$ cat config.mk
export PLATFORM = sky130hd
export DESIGN_NAME = prefix_code_stream_decoder_top
export DESIGN_NICKNAME = d
export VERILOG_FILES = /design/src/hdl/pcsd_pkg.sv /design/src/hdl/pcsd_table.sv /design/src/hdl/pcsd_ctrl.sv /design/src/hdl/pcsd_datapath.sv /design/src/hdl/prefix_code_stream_decoder_top.sv
export VERILOG_INCLUDE_DIRS = /design/src /design/src/hdl
export SDC_FILE = /design/constraint.sdc
export NUM_CORES = 2
export LEC_CHECK = 0
export BUFFER_PORTS_ARGS = -buffer_cell sky130_fd_sc_hd__buf_2
export CAP_MARGIN = 20
export CORE_MARGIN = 1
export CORE_UTILIZATION = 40
export DETAILED_ROUTE_END_ITERATION = 8
export SLEW_MARGIN = 30
export SYNTH_ARGS = -nofsm -noshare
export SYNTH_HDL_FRONTEND = slang
export SYNTH_SLANG_ARGS = --single-unit
$ cat constraint.sdc
create_clock -name clk -period 6.15 [get_ports clk]
set_input_delay 0.9225 -clock clk [delete_from_list [all_inputs] [get_ports clk]]
set_output_delay 0.9225 -clock clk [all_outputs]
set_load 0.02 [all_outputs]
$ cat src/hdl/prefix_code_stream_decoder_top_defines.svh
// Assertion macros for the prefix code stream decoder.
`ifndef PREFIX_CODE_STREAM_DECODER_TOP_DEFINES_SVH
`define PREFIX_CODE_STREAM_DECODER_TOP_DEFINES_SVH
`ifndef SYNTHESIS
// Same-cycle implication, sampled on clk, off while rst_n is low
`define PCSD_ASSERT_IMP(lbl, ante, cons) \
  lbl: assert property (@(posedge clk) disable iff (!rst_n) (ante) |-> (cons)) \
    else $error("pcsd: implication check failed");
// Next-cycle implication, sampled on clk, off while rst_n is low
`define PCSD_ASSERT_NXT(lbl, ante, cons) \
  lbl: assert property (@(posedge clk) disable iff (!rst_n) (ante) |=> (cons)) \
    else $error("pcsd: next-cycle check failed");
`else
`define PCSD_ASSERT_IMP(lbl, ante, cons)
`define PCSD_ASSERT_NXT(lbl, ante, cons)
`endif
`endif

$ cat src/hdl/pcsd_pkg.sv
// Shared types and constants of the prefix code stream decoder.
package pcsd_pkg;

  // Field widths of the transfer payloads
  localparam int unsigned CFG_W      = 7;
  localparam int unsigned IDXF_W     = 6;
  localparam int unsigned CODE_W     = 16;
  localparam int unsigned LEN_W      = 5;
  localparam int unsigned SYM_W      = 16;
  localparam int unsigned BYTE_W     = 8;
  localparam int unsigned OP_W       = 2;
  localparam int unsigned IN_DATA_W  = 56;
  localparam int unsigned OUT_USER_W = 2;

  // Bit positions inside in_tdata
  localparam int unsigned IDX_LSB  = 0;
  localparam int unsigned CODE_LSB = IDX_LSB + IDXF_W;
  localparam int unsigned LEN_LSB  = CODE_LSB + CODE_W;
  localparam int unsigned SYM_LSB  = LEN_LSB + LEN_W;
  localparam int unsigned BYTE_LSB = SYM_LSB + SYM_W;

  // Item kinds carried in in_tuser
  typedef enum logic [OP_W-1:0] {
    OP_LOAD    = 2'd0,
    OP_DATA    = 2'd1,
    OP_RESTART = 2'd2
  } pcsd_op_t;

  // Stream parsing phase
  typedef enum logic [1:0] {
    PH_HEADER,
    PH_DECODE,
    PH_DONE,
    PH_HALT
  } pcsd_phase_t;

  // Controller states
  typedef enum logic [2:0] {
    ST_IDLE,
    ST_BIT,
    ST_SCAN,
    ST_EMIT,
    ST_FLUSH
  } pcsd_state_t;

  // Controller to datapath
  typedef struct packed {
    logic tbl_write;
    logic restart;
    logic load_byte;
    logic bit_step;
    logic bit_next;
    logic scan_next;
    logic scan_hit;
    logic scan_err;
    logic emit;
    logic flush;
  } pcsd_cmd_t;

  // Datapath to controller
  typedef struct packed {
    logic decode_bit;
    logic last_bit;
    logic hit;
    logic scan_end;
    logic scan_err;
    logic pend_valid;
    logic out_free;
  } pcsd_status_t;

endpackage

$ cat src/hdl/pcsd_table.sv
// Code table memory: one write port, one registered read port.
module pcsd_table import pcsd_pkg::*; #(
  parameter int unsigned DEPTH = 64,
  parameter int unsigned IDX_W = 6,
  parameter int unsigned SW    = 16
) (
  input  logic              clk,
  input  logic              we,
  input  logic [IDX_W-1:0]  waddr,
  input  logic [CODE_W-1:0] wcode,
  input  logic [LEN_W-1:0]  wlen,
  input  logic [SW-1:0]     wsym,
  input  logic [IDX_W-1:0]  raddr,
  output logic [CODE_W-1:0] rcode,
  output logic [LEN_W-1:0]  rlen,
  output logic [SW-1:0]     rsym
);

  logic [CODE_W-1:0] code_mem [DEPTH];
  logic [LEN_W-1:0]  len_mem  [DEPTH];
  logic [SW-1:0]     sym_mem  [DEPTH];

  // write port
  always_ff @(posedge clk) begin
    if (we) begin
      code_mem[waddr] <= wcode;
      len_mem[waddr]  <= wlen;
      sym_mem[waddr]  <= wsym;
    end
  end

  // read port, data registered from the address
  always_ff @(posedge clk) begin
    rcode <= code_mem[raddr];
    rlen  <= len_mem[raddr];
    rsym  <= sym_mem[raddr];
  end

endmodule

$ cat src/hdl/pcsd_ctrl.sv
// Sequencing state machine: bit steps, table scan, result hand-off.
module pcsd_ctrl import pcsd_pkg::*; (
  input  logic            clk,
  input  logic            rst_n,
  input  logic            in_tvalid,
  input  logic [OP_W-1:0] in_op,
  output logic            in_tready,
  input  pcsd_status_t    st,
  output pcsd_cmd_t       cmd
);

  pcsd_state_t state_r, state_nxt;

  // state register
  always_ff @(posedge clk) begin
    if (!rst_n) begin
      state_r <= ST_IDLE;
    end else begin
      state_r <= state_nxt;
    end
  end

  // next state and commands
  always_comb begin
    state_nxt = state_r;
    cmd       = '0;
    in_tready = 1'b0;
    unique case (state_r)
      ST_IDLE: begin
        in_tready = 1'b1;
        if (in_tvalid) begin
          priority if (in_op == OP_LOAD) begin
            cmd.tbl_write = 1'b1;
          end else if (in_op == OP_RESTART) begin
            cmd.restart = 1'b1;
          end else if (in_op == OP_DATA) begin
            cmd.load_byte = 1'b1;
            state_nxt     = ST_BIT;
          end else begin
            // unused kind, dropped
          end
        end
      end
      ST_BIT: begin
        cmd.bit_step = 1'b1;
        if (st.decode_bit) begin
          state_nxt = ST_SCAN;
        end else if (st.last_bit) begin
          state_nxt = ST_FLUSH;
        end else begin
          cmd.bit_next = 1'b1;
        end
      end
      ST_SCAN: begin
        priority if (st.hit) begin
          cmd.scan_hit = 1'b1;
          state_nxt    = ST_EMIT;
        end else if (st.scan_err) begin
          cmd.scan_err = 1'b1;
          state_nxt    = ST_EMIT;
        end else if (st.scan_end) begin
          if (st.last_bit) begin
            state_nxt = ST_FLUSH;
          end else begin
            cmd.bit_next = 1'b1;
            state_nxt    = ST_BIT;
          end
        end else begin
          cmd.scan_next = 1'b1;
        end
      end
      ST_EMIT: begin
        if (!st.pend_valid || st.out_free) begin
          cmd.emit = 1'b1;
          if (st.last_bit) begin
            state_nxt = ST_FLUSH;
          end else begin
            cmd.bit_next = 1'b1;
            state_nxt    = ST_BIT;
          end
        end
      end
      ST_FLUSH: begin
        if (!st.pend_valid) begin
          state_nxt = ST_IDLE;
        end else if (st.out_free) begin
          cmd.flush = 1'b1;
          state_nxt = ST_IDLE;
        end
      end
      default: begin
        state_nxt = ST_IDLE;
      end
    endcase
  end

endmodule

$ cat src/hdl/pcsd_datapath.sv
// Decoder datapath: bit shifter, header count, code accumulator, scan
// compare, pending result and output register.
module pcsd_datapath import pcsd_pkg::*; #(
  parameter int unsigned MAX_ENTRIES   = 64,
  parameter int unsigned MAX_CODE_BITS = 16,
  parameter int unsigned HEADER_BITS   = 16,
  parameter int unsigned IDX_W         = 6,
  parameter int unsigned SW            = 16
) (
  input  logic              clk,
  input  logic              rst_n,
  input  pcsd_cmd_t         cmd,
  output pcsd_status_t      st,
  // configuration
  input  logic              cfg_wr_en,
  input  logic [CFG_W-1:0]  cfg_wr_data,
  // input item fields
  input  logic [IDXF_W-1:0] in_entry_index,
  input  logic [CODE_W-1:0] in_entry_code,
  input  logic [LEN_W-1:0]  in_entry_length,
  input  logic [SYM_W-1:0]  in_entry_symbol,
  input  logic [BYTE_W-1:0] in_data_byte,
  // code table
  output logic              tbl_we,
  output logic [IDX_W-1:0]  tbl_waddr,
  output logic [CODE_W-1:0] tbl_wcode,
  output logic [LEN_W-1:0]  tbl_wlen,
  output logic [SW-1:0]     tbl_wsym,
  output logic [IDX_W-1:0]  tbl_raddr,
  input  logic [CODE_W-1:0] tbl_rcode,
  input  logic [LEN_W-1:0]  tbl_rlen,
  input  logic [SW-1:0]     tbl_rsym,
  // result
  input  logic              out_ready,
  output logic              out_valid,
  output logic [SYM_W-1:0]  out_symbol,
  output logic              out_status,
  output logic              out_last_of_stream,
  output logic              out_last_of_item
);

  localparam int unsigned CNT_W = $clog2(MAX_ENTRIES + 1);
  localparam int unsigned AB_W  = $clog2(MAX_CODE_BITS + 1);
  localparam int unsigned HS_W  = $clog2(HEADER_BITS + 1);
  localparam int unsigned BIT_W = $clog2(BYTE_W);

  logic [CFG_W-1:0]         entries_r;
  logic [BYTE_W-1:0]        byte_r;
  logic [BIT_W-1:0]         bit_idx_r;
  pcsd_phase_t              phase_r, phase_nxt;
  logic [MAX_CODE_BITS-1:0] acc_r, acc_nxt, acc_shift;
  logic [AB_W-1:0]          acc_bits_r, acc_bits_nxt;
  logic [HS_W-1:0]          hdr_seen_r, hdr_seen_nxt, hdr_seen_inc;
  logic [HEADER_BITS-1:0]   remain_r, remain_nxt, remain_shift, remain_dec;
  logic [CNT_W-1:0]         scan_idx_r, scan_idx_nxt, n_eff;
  logic                     cur_bit;
  logic [31:0]              len_mask;
  logic                     hit, scan_end, acc_full;

  logic [SW-1:0]            res_sym_r;
  logic                     res_err_r, res_los_r;
  logic                     pend_valid_r;
  logic [SW-1:0]            pend_sym_r;
  logic                     pend_err_r, pend_los_r;
  logic                     out_valid_r;
  logic [SW-1:0]            out_sym_r;
  logic                     out_err_r, out_los_r, out_loi_r;
  logic                     out_free, move;

  // entry count register
  always_ff @(posedge clk) begin
    if (!rst_n) begin
      entries_r <= CFG_W'(1);
    end else if (cfg_wr_en) begin
      entries_r <= cfg_wr_data;
    end
  end

  assign n_eff = (32'(entries_r) > MAX_ENTRIES) ? CNT_W'(MAX_ENTRIES) : CNT_W'(entries_r);

  // table loads; slots past the table depth are dropped
  assign tbl_we    = cmd.tbl_write && (32'(in_entry_index) < MAX_ENTRIES);
  assign tbl_waddr = IDX_W'(in_entry_index);
  assign tbl_wcode = in_entry_code;
  assign tbl_wlen  = in_entry_length;
  assign tbl_wsym  = SW'(in_entry_symbol);

  // byte shifter, MSB first
  always_ff @(posedge clk) begin
    if (!rst_n) begin
      bit_idx_r <= '0;
    end else if (cmd.load_byte) begin
      bit_idx_r <= BIT_W'(BYTE_W - 1);
    end else if (cmd.bit_next) begin
      bit_idx_r <= bit_idx_r - BIT_W'(1);
    end
  end

  always_ff @(posedge clk) begin
    if (cmd.load_byte) begin
      byte_r <= in_data_byte;
    end
  end

  assign cur_bit = byte_r[bit_idx_r];

  assign acc_shift    = {acc_r[MAX_CODE_BITS-2:0], cur_bit};
  assign remain_shift = {remain_r[HEADER_BITS-2:0], cur_bit};
  assign remain_dec   = remain_r - HEADER_BITS'(1);
  assign hdr_seen_inc = hdr_seen_r + HS_W'(1);

  // parse state update
  always_comb begin
    phase_nxt    = phase_r;
    acc_nxt      = acc_r;
    acc_bits_nxt = acc_bits_r;
    hdr_seen_nxt = hdr_seen_r;
    remain_nxt   = remain_r;
    priority if (cmd.restart) begin
      phase_nxt    = PH_HEADER;
      acc_nxt      = '0;
      acc_bits_nxt = '0;
      hdr_seen_nxt = '0;
      remain_nxt   = '0;
    end else if (cmd.bit_step) begin
      unique case (phase_r)
        PH_HEADER: begin
          remain_nxt   = remain_shift;
          hdr_seen_nxt = hdr_seen_inc;
          if (32'(hdr_seen_inc) >= HEADER_BITS) begin
            phase_nxt = (remain_shift == '0) ? PH_DONE : PH_DECODE;
          end
        end
        PH_DECODE: begin
          acc_nxt      = acc_shift;
          acc_bits_nxt = acc_bits_r + AB_W'(1);
        end
        default: begin
          // done or halted: bit ignored
        end
      endcase
    end else if (cmd.scan_hit) begin
      acc_nxt      = '0;
      acc_bits_nxt = '0;
      remain_nxt   = remain_dec;
      if (remain_dec == '0) begin
        phase_nxt = PH_DONE;
      end
    end else if (cmd.scan_err) begin
      acc_nxt      = '0;
      acc_bits_nxt = '0;
      phase_nxt    = PH_HALT;
    end
  end

  always_ff @(posedge clk) begin
    if (!rst_n) begin
      phase_r    <= PH_HEADER;
      acc_r      <= '0;
      acc_bits_r <= '0;
      hdr_seen_r <= '0;
      remain_r   <= '0;
    end else begin
      phase_r    <= phase_nxt;
      acc_r      <= acc_nxt;
      acc_bits_r <= acc_bits_nxt;
      hdr_seen_r <= hdr_seen_nxt;
      remain_r   <= remain_nxt;
    end
  end

  // scan pointer; the table read follows its next value
  always_comb begin
    priority if (cmd.bit_step) begin
      scan_idx_nxt = '0;
    end else if (cmd.scan_next) begin
      scan_idx_nxt = scan_idx_r + CNT_W'(1);
    end else begin
      scan_idx_nxt = scan_idx_r;
    end
  end

  always_ff @(posedge clk) begin
    if (!rst_n) begin
      scan_idx_r <= '0;
    end else begin
      scan_idx_r <= scan_idx_nxt;
    end
  end

  assign tbl_raddr = scan_idx_nxt[IDX_W-1:0];

  // compare the entry read for scan_idx_r
  assign len_mask = (32'd1 << tbl_rlen) - 32'd1;
  assign hit      = (32'(scan_idx_r) < 32'(n_eff))
                 && (32'(tbl_rlen) == 32'(acc_bits_r))
                 && ((32'(tbl_rcode) & len_mask) == 32'(acc_r));
  assign scan_end = (32'(scan_idx_r) + 32'd1) >= 32'(n_eff);
  assign acc_full = 32'(acc_bits_r) >= MAX_CODE_BITS;

  // new result
  always_ff @(posedge clk) begin
    if (cmd.scan_hit) begin
      res_sym_r <= tbl_rsym;
      res_err_r <= 1'b0;
      res_los_r <= (remain_dec == '0);
    end else if (cmd.scan_err) begin
      res_sym_r <= '0;
      res_err_r <= 1'b1;
      res_los_r <= 1'b0;
    end
  end

  // pending result waits until it is known whether it ends the byte
  assign out_free = !out_valid_r || out_ready;
  assign move     = (cmd.emit || cmd.flush) && pend_valid_r;

  always_ff @(posedge clk) begin
    if (!rst_n) begin
      pend_valid_r <= 1'b0;
    end else if (cmd.emit) begin
      pend_valid_r <= 1'b1;
    end else if (cmd.flush) begin
      pend_valid_r <= 1'b0;
    end
  end

  always_ff @(posedge clk) begin
    if (cmd.emit) begin
      pend_sym_r <= res_sym_r;
      pend_err_r <= res_err_r;
      pend_los_r <= res_los_r;
    end
  end

  // output register
  always_ff @(posedge clk) begin
    if (!rst_n) begin
      out_valid_r <= 1'b0;
    end else if (move) begin
      out_valid_r <= 1'b1;
    end else if (out_ready) begin
      out_valid_r <= 1'b0;
    end
  end

  always_ff @(posedge clk) begin
    if (move) begin
      out_sym_r <= pend_sym_r;
      out_err_r <= pend_err_r;
      out_los_r <= pend_los_r;
      out_loi_r <= cmd.flush;
    end
  end

  assign out_valid          = out_valid_r;
  assign out_symbol         = SYM_W'(out_sym_r);
  assign out_status         = out_err_r;
  assign out_last_of_stream = out_los_r;
  assign out_last_of_item   = out_loi_r;

  // status to the controller
  assign st.decode_bit = (phase_r == PH_DECODE);
  assign st.last_bit   = (bit_idx_r == '0);
  assign st.hit        = hit;
  assign st.scan_end   = scan_end;
  assign st.scan_err   = scan_end && !hit && acc_full;
  assign st.pend_valid = pend_valid_r;
  assign st.out_free   = out_free;

endmodule

$ cat src/hdl/prefix_code_stream_decoder_top.sv
// Top level of the table-driven prefix code stream decoder.
//
//  channel | direction | transfer contents
//  --------+-----------+------------------------------------------------------
//  in_     | slave     | tuser opcode; tdata entry fields and data byte
//  out_    | master    | tdata symbol; tuser status, last_of_item; tlast stream end
//  cfg_    | write     | entries_in_use, taken on every cycle with cfg_wr_en
//
// Load, restart and ignored items are handled in the idle state. A data byte is
// accepted there, worked bit by bit and closed by a flush step: in header, done
// or halted phase a bit is a bare bit step; in decode phase a bit step is followed
// by a table scan, entry by entry over the single read port, up to the match or
// over max(min(entries_in_use, MAX_ENTRIES), 1) entries, and an emit per result.
// rst_n is synchronous; the code table is not cleared and holds until reloaded.
// A full output register with a result pending stalls the emit or flush step.
`include "prefix_code_stream_decoder_top_defines.svh"
module prefix_code_stream_decoder_top import pcsd_pkg::*; #(
  parameter int unsigned MAX_ENTRIES   = 64,
  parameter int unsigned MAX_CODE_BITS = 16,
  parameter int unsigned HEADER_BITS   = 16,
  parameter int unsigned SYMBOL_BITS   = 16
) (
  input  logic                  clk,
  input  logic                  rst_n,
  // input transfers
  input  logic                  in_tvalid,
  output logic                  in_tready,
  // entry_index[5:0], entry_code[21:6], entry_length[26:22],
  // entry_symbol[42:27], data_byte[50:43], zero fill [55:51]
  input  logic [IN_DATA_W-1:0]  in_tdata,
  // opcode[1:0]
  input  logic [OP_W-1:0]       in_tuser,
  // result transfers
  output logic                  out_tvalid,
  input  logic                  out_tready,
  // symbol[15:0]
  output logic [SYM_W-1:0]      out_tdata,
  // status[0], last_of_item[1]
  output logic [OUT_USER_W-1:0] out_tuser,
  // last_of_stream
  output logic                  out_tlast,
  // configuration
  input  logic                  cfg_wr_en,
  input  logic [CFG_W-1:0]      cfg_wr_data
);

  localparam int unsigned IDX_W = $clog2(MAX_ENTRIES);
  localparam int unsigned SW    = (SYMBOL_BITS < SYM_W) ? SYMBOL_BITS : SYM_W;

  pcsd_cmd_t         cmd;
  pcsd_status_t      st;
  logic              tbl_we;
  logic [IDX_W-1:0]  tbl_waddr, tbl_raddr;
  logic [CODE_W-1:0] tbl_wcode, tbl_rcode;
  logic [LEN_W-1:0]  tbl_wlen, tbl_rlen;
  logic [SW-1:0]     tbl_wsym, tbl_rsym;
  logic              out_status, out_loi;

  // controller
  pcsd_ctrl u_ctrl (
    .clk       (clk),
    .rst_n     (rst_n),
    .in_tvalid (in_tvalid),
    .in_op     (in_tuser),
    .in_tready (in_tready),
    .st        (st),
    .cmd       (cmd)
  );

  // datapath
  pcsd_datapath #(
    .MAX_ENTRIES   (MAX_ENTRIES),
    .MAX_CODE_BITS (MAX_CODE_BITS),
    .HEADER_BITS   (HEADER_BITS),
    .IDX_W         (IDX_W),
    .SW            (SW)
  ) u_dp (
    .clk                (clk),
    .rst_n              (rst_n),
    .cmd                (cmd),
    .st                 (st),
    .cfg_wr_en          (cfg_wr_en),
    .cfg_wr_data        (cfg_wr_data),
    .in_entry_index     (in_tdata[IDX_LSB +: IDXF_W]),
    .in_entry_code      (in_tdata[CODE_LSB +: CODE_W]),
    .in_entry_length    (in_tdata[LEN_LSB +: LEN_W]),
    .in_entry_symbol    (in_tdata[SYM_LSB +: SYM_W]),
    .in_data_byte       (in_tdata[BYTE_LSB +: BYTE_W]),
    .tbl_we             (tbl_we),
    .tbl_waddr          (tbl_waddr),
    .tbl_wcode          (tbl_wcode),
    .tbl_wlen           (tbl_wlen),
    .tbl_wsym           (tbl_wsym),
    .tbl_raddr          (tbl_raddr),
    .tbl_rcode          (tbl_rcode),
    .tbl_rlen           (tbl_rlen),
    .tbl_rsym           (tbl_rsym),
    .out_ready          (out_tready),
    .out_valid          (out_tvalid),
    .out_symbol         (out_tdata),
    .out_status         (out_status),
    .out_last_of_stream (out_tlast),
    .out_last_of_item   (out_loi)
  );

  // code table
  pcsd_table #(
    .DEPTH (MAX_ENTRIES),
    .IDX_W (IDX_W),
    .SW    (SW)
  ) u_table (
    .clk   (clk),
    .we    (tbl_we),
    .waddr (tbl_waddr),
    .wcode (tbl_wcode),
    .wlen  (tbl_wlen),
    .wsym  (tbl_wsym),
    .raddr (tbl_raddr),
    .rcode (tbl_rcode),
    .rlen  (tbl_rlen),
    .rsym  (tbl_rsym)
  );

  assign out_tuser = {out_loi, out_status};

  // a byte is fully handed off before the next item is taken
  `PCSD_ASSERT_IMP(a_no_pend_when_ready, in_tready, !st.pend_valid)
  // an error halts decoding, so it always closes its byte and never ends the stream
  `PCSD_ASSERT_IMP(a_err_closes_byte, out_tvalid && out_tuser[0], out_tuser[1] && !out_tlast)
  // a data byte keeps the input closed while its bits are worked
  `PCSD_ASSERT_NXT(a_busy_after_byte, in_tvalid && in_tready && (in_tuser == OP_DATA), !in_tready)

endmodule
==> summary.md <==
| Metric | Value |
|---|---|
| Outcome | complete, but fails checks |
| Failing checks | design-rule violations |
| P_leak | 39.7 nW |
| Synth area leader | edfxtp_1 |
| R2R Setup Slk | between 0.15 and 0.2 ns |
| Final setup margin | 0.190 ns |
| Max-slew violation count | 0 |
| RR Endpoint | u_table.rcode[8] |
| # DRC | 4 |
| Initial antenna violation count | 24 |
| Fin crit period | 5.96 ns |
| Worst-Skew Late Latency | around 0.93 ns |
| First-pass GRT wire length | approximately 430,000 um |
| Nets | about 7.7k |
| Slew margin rel. | 26.6% |
| Pwr per Cell Area | 319 nW/um^2 |
| Fin Hold WS | 0.171 ns |
| Dpl hpwl | roughly 180,000 um |
| Starting density of the core | 40.2% |
| Worst Hold Class | in -> reg |
| Aggregate routed wire length | between 300,000 and 400,000 um |
| Via density | approximately 5.8 |
| Routability cong. | 0.874 |
| Finished Core Util | 46.5% |
| Layout area overhead | 15.6% |
| Largest net degree at the start of global routing | 101 |
| Worst setup path start | u_table.rlen[2] |
| Startpoint types | register |
| Worst clock skew | 0.0501 ns |
| Number of global-route vias before repair | ~61k |
| Final setup viols | 0 |
| Syn Inst Count | 7,255 |
| Peak VDD IR | 317 uV |
| Post-synth top area share | ~73% |
| Maxcap violations | 0 |
| Router iterations before antenna repair | 8 |
| Clk sinks | 2,534 |
| Tot Pwr | around 0.037 W |
| Period utilization | a little over nine tenths |
| Worst Reg2Reg Path Length in Cells | 21 |
| Port Buffers | 85 |
| Num CTS Buffers | 278 |
| Vias | 64.8k |
| Avg WL per Cell | around 28 um |
| GRT Total Usage | 23.9% |
| FF-to-FF Start | u_table.rlen[2] |
| Synth Area per Inst | 13.8 sq um |
| Setup Crit Path Kind | reg -> reg |
| CP max FO | 35 |
| IO Count | 91 |
| #FFs+latches synth | around 2.5k |
| Most common cell after layout, fill and taps aside | edfxtp_1 |
| DP Area | 107,000 sq um |
| Hold Fails Final Rpt | 0 |
| Layout cells sized above 1 | 13.0% |
| Synth warn | 0 |
| RSZ-0062 raised after global routing | false |
| Chip Height | 502 um |
| Core Footprint | 248,000 sq um |
| Distinct cells, synth | 83 |
| Die ar. | 252,000 sq um |
| Antenna viol nets, final | 0 |
| Worst endpoint required time | about 7.0 ns |
| Max clock buf depth | 4 |
| Cell Area, Synth | 99,900 sq um |
| Grt total ovfl | 0 |
| Initial DRC count | 8,330 |
| CP endpoint kind | register |
| Clock transition at path regs | 0.06 ns |
| Htree depth | 5 |
| Row count | 183 |
| Async set-reset flop share out of synthesis | 0% |
| Post-synthesis net count | 7,347 |
| Cell area after layout | 115,000 sq um |
| Die Wd | 502 um |
| Most frequent cells in the layout | edfxtp_1 (2,430), nand2_1 (1,667), a21oi_1 (693) |
| Root Driver | clkbuf_16 |
| Fmax | 168 MHz |
| Worst-margin pin slew | between 1 and 1.5 ns |
| Main flop type after synthesis | edfxtp_1 |
| Worst EP arrival | 6.82 ns |
| Critical Path Sink | u_table.rcode[8] |
| Register area share after synthesis | 75.1% |
| Largest cells by area after synthesis | edfxtp_1 (73%), nand2_1 (6.3%), a21oi_1 (3.5%) |
| Post-synth EDFFs | 2,430 |
| CTS tree | built |
| # fillers | ~21k |
| Worst slack at placement | -0.00918 ns |
| Postcts setup bufs | 0 |
sequential cells by signal, indices dropped and copies added, names as in the netlist, 2 cells and up:
name              cells
u_table.code_mem   1024
u_table.sym_mem    1024
u_table.len_mem     320
u_dp.acc_r           16
u_dp.out_symbol      16
u_dp.pend_sym_r      16
u_dp.remain_r        16
u_dp.res_sym_r       16
u_table.rcode        16
u_table.rsym         16
u_dp.byte_r           8
u_dp.entries_r        7
u_dp.scan_idx_r       7
u_dp.acc_bits_r       5
u_dp.hdr_seen_r       5
u_table.rlen          5
u_ctrl.state_r        3
u_dp.bit_idx_r        3
u_dp.phase_r          2
through the flow:
| stage | std cells | setup TNS (ns) |
|---|---|---|
| detailed placement | 10618 | -0.00918 |
| CTS | 11078 | 0 |
| global placement | 10597 | 0 |
| global route | 11087 | 0 |
| finish | 11092 | 0 |
| floorplan | 7255 | 0 |
metal layers:
layer	share of wire (%)	vias up	GRT usage, %	wire (um)
met5	0.025	-	0	76
met4	3.6	12	8.56	11200
met3	9.4	526	4.54	28900
met2	46	3247	37.6	142000
met1	41	33004	33.0	124000
li1	-	27979	-	-
critical path, stage by stage, from the launching register on:
cell       delay, ns
dfxtp_1         0.31
nor3_1          0.23
buf_4           0.18
nand3b_1        0.08
ha_1            0.37
buf_4           0.24
or3_1           0.39
o22ai_1         0.20
nor3b_1         0.08
a221oi_1        0.27
nand4_2         0.37
o21ai_4         0.30
buf_12          0.19
mux2i_4         0.36
buf_12          0.31
buf_4           0.58
a21oi_1         0.09
a22oi_1         0.23
o2111ai_1       0.22
nor3_2          0.41
buf_4           0.22
o22a_1          0.14
cell families after synthesis:
kind of cell | count (synthesis) | share of synthesized area, %
multiplexers | 125 | 1.32
adder cells (fa/ha/maj) | 22 | 0.276
AO/OA/AOI/OAI | 1508 | 9.75
flip-flops | 2534 | 75.1
AND/OR/NAND/NOR | 2528 | 10.7
XOR/XNOR | 34 | 0.298
buffers and inverters | 504 | 2.52
cell type report:
class | instances | area (sq um) | area share [%]
Clock inverter | 99 | 753 | 0.652
Inverter | 20 | 75.1 | 0.0650
Timing Repair Buffer | 522 | 4860 | 4.21
Multi-Input combinational cell | 4217 | 23100 | 20.0
Sequential cell | 2534 | 75100 | 65.0
Tap cell | 3330 | 4170 | 3.61
Clock buffer | 361 | 7470 | 6.46
Antenna cell | 9 | 22.5 | 0.0195
Yosys cell counts (25+ instances only):
| library cell | instances |
|---|---|
| o211ai_1 | 35 |
| o2111ai_1 | 58 |
| a32o_1 | 58 |
| clkbuf_1 | 175 |
| o21ai_1 | 35 |
| nand2_1 | 1668 |
| mux2i_1 | 114 |
| o22a_1 | 37 |
| edfxtp_1 | 2430 |
| nor4_1 | 44 |
| nor2_1 | 191 |
| and2_1 | 29 |
| nor3_1 | 125 |
| and3_1 | 25 |
| o22ai_1 | 83 |
| nand3_1 | 339 |
| a22oi_1 | 274 |
| o21ai_0 | 45 |
| buf_4 | 55 |
| a21oi_1 | 693 |
| dfxtp_1 | 104 |
| buf_2 | 198 |
| buf_1 | 33 |
| a32oi_1 | 94 |
worst min-delay path by stage:
stage	startpoint	end	slack, ns	cells after the start
2_1_floorplan	u_dp.pend_los_r	u_dp.out_last_of_stream	0.40	0
3_3_place_gp	u_dp.res_los_r	u_dp.pend_los_r	0.40	0
3_5_place_dp	u_dp.pend_sym_r[0]	u_dp.out_symbol[0]	0.40	0
4_1_cts	in_tdata[49]	u_dp.byte_r[6]	0.12	1
5_1_grt	in_tdata[45]	u_dp.byte_r[2]	0.14	1
6_report	in_tdata[45]	u_dp.byte_r[2]	0.17	1
report_power, final:
group | internal (W) | total (W) | switching (W)
clock | 0.00896 | 0.0155 | 0.00651
sequential | 0.0190 | 0.0191 | 0.0000919
combinational | 0.000662 | 0.00228 | 0.00162
repair_timing:
| action | in CTS | in global routing |
|---|---|---|
| resized for setup | 1 | 2 |
| endpoints found under the setup margin | 1 | 6 |
| hold buffers | 0 | 0 |
Note: power is estimated with default switching activity, not from simulation.
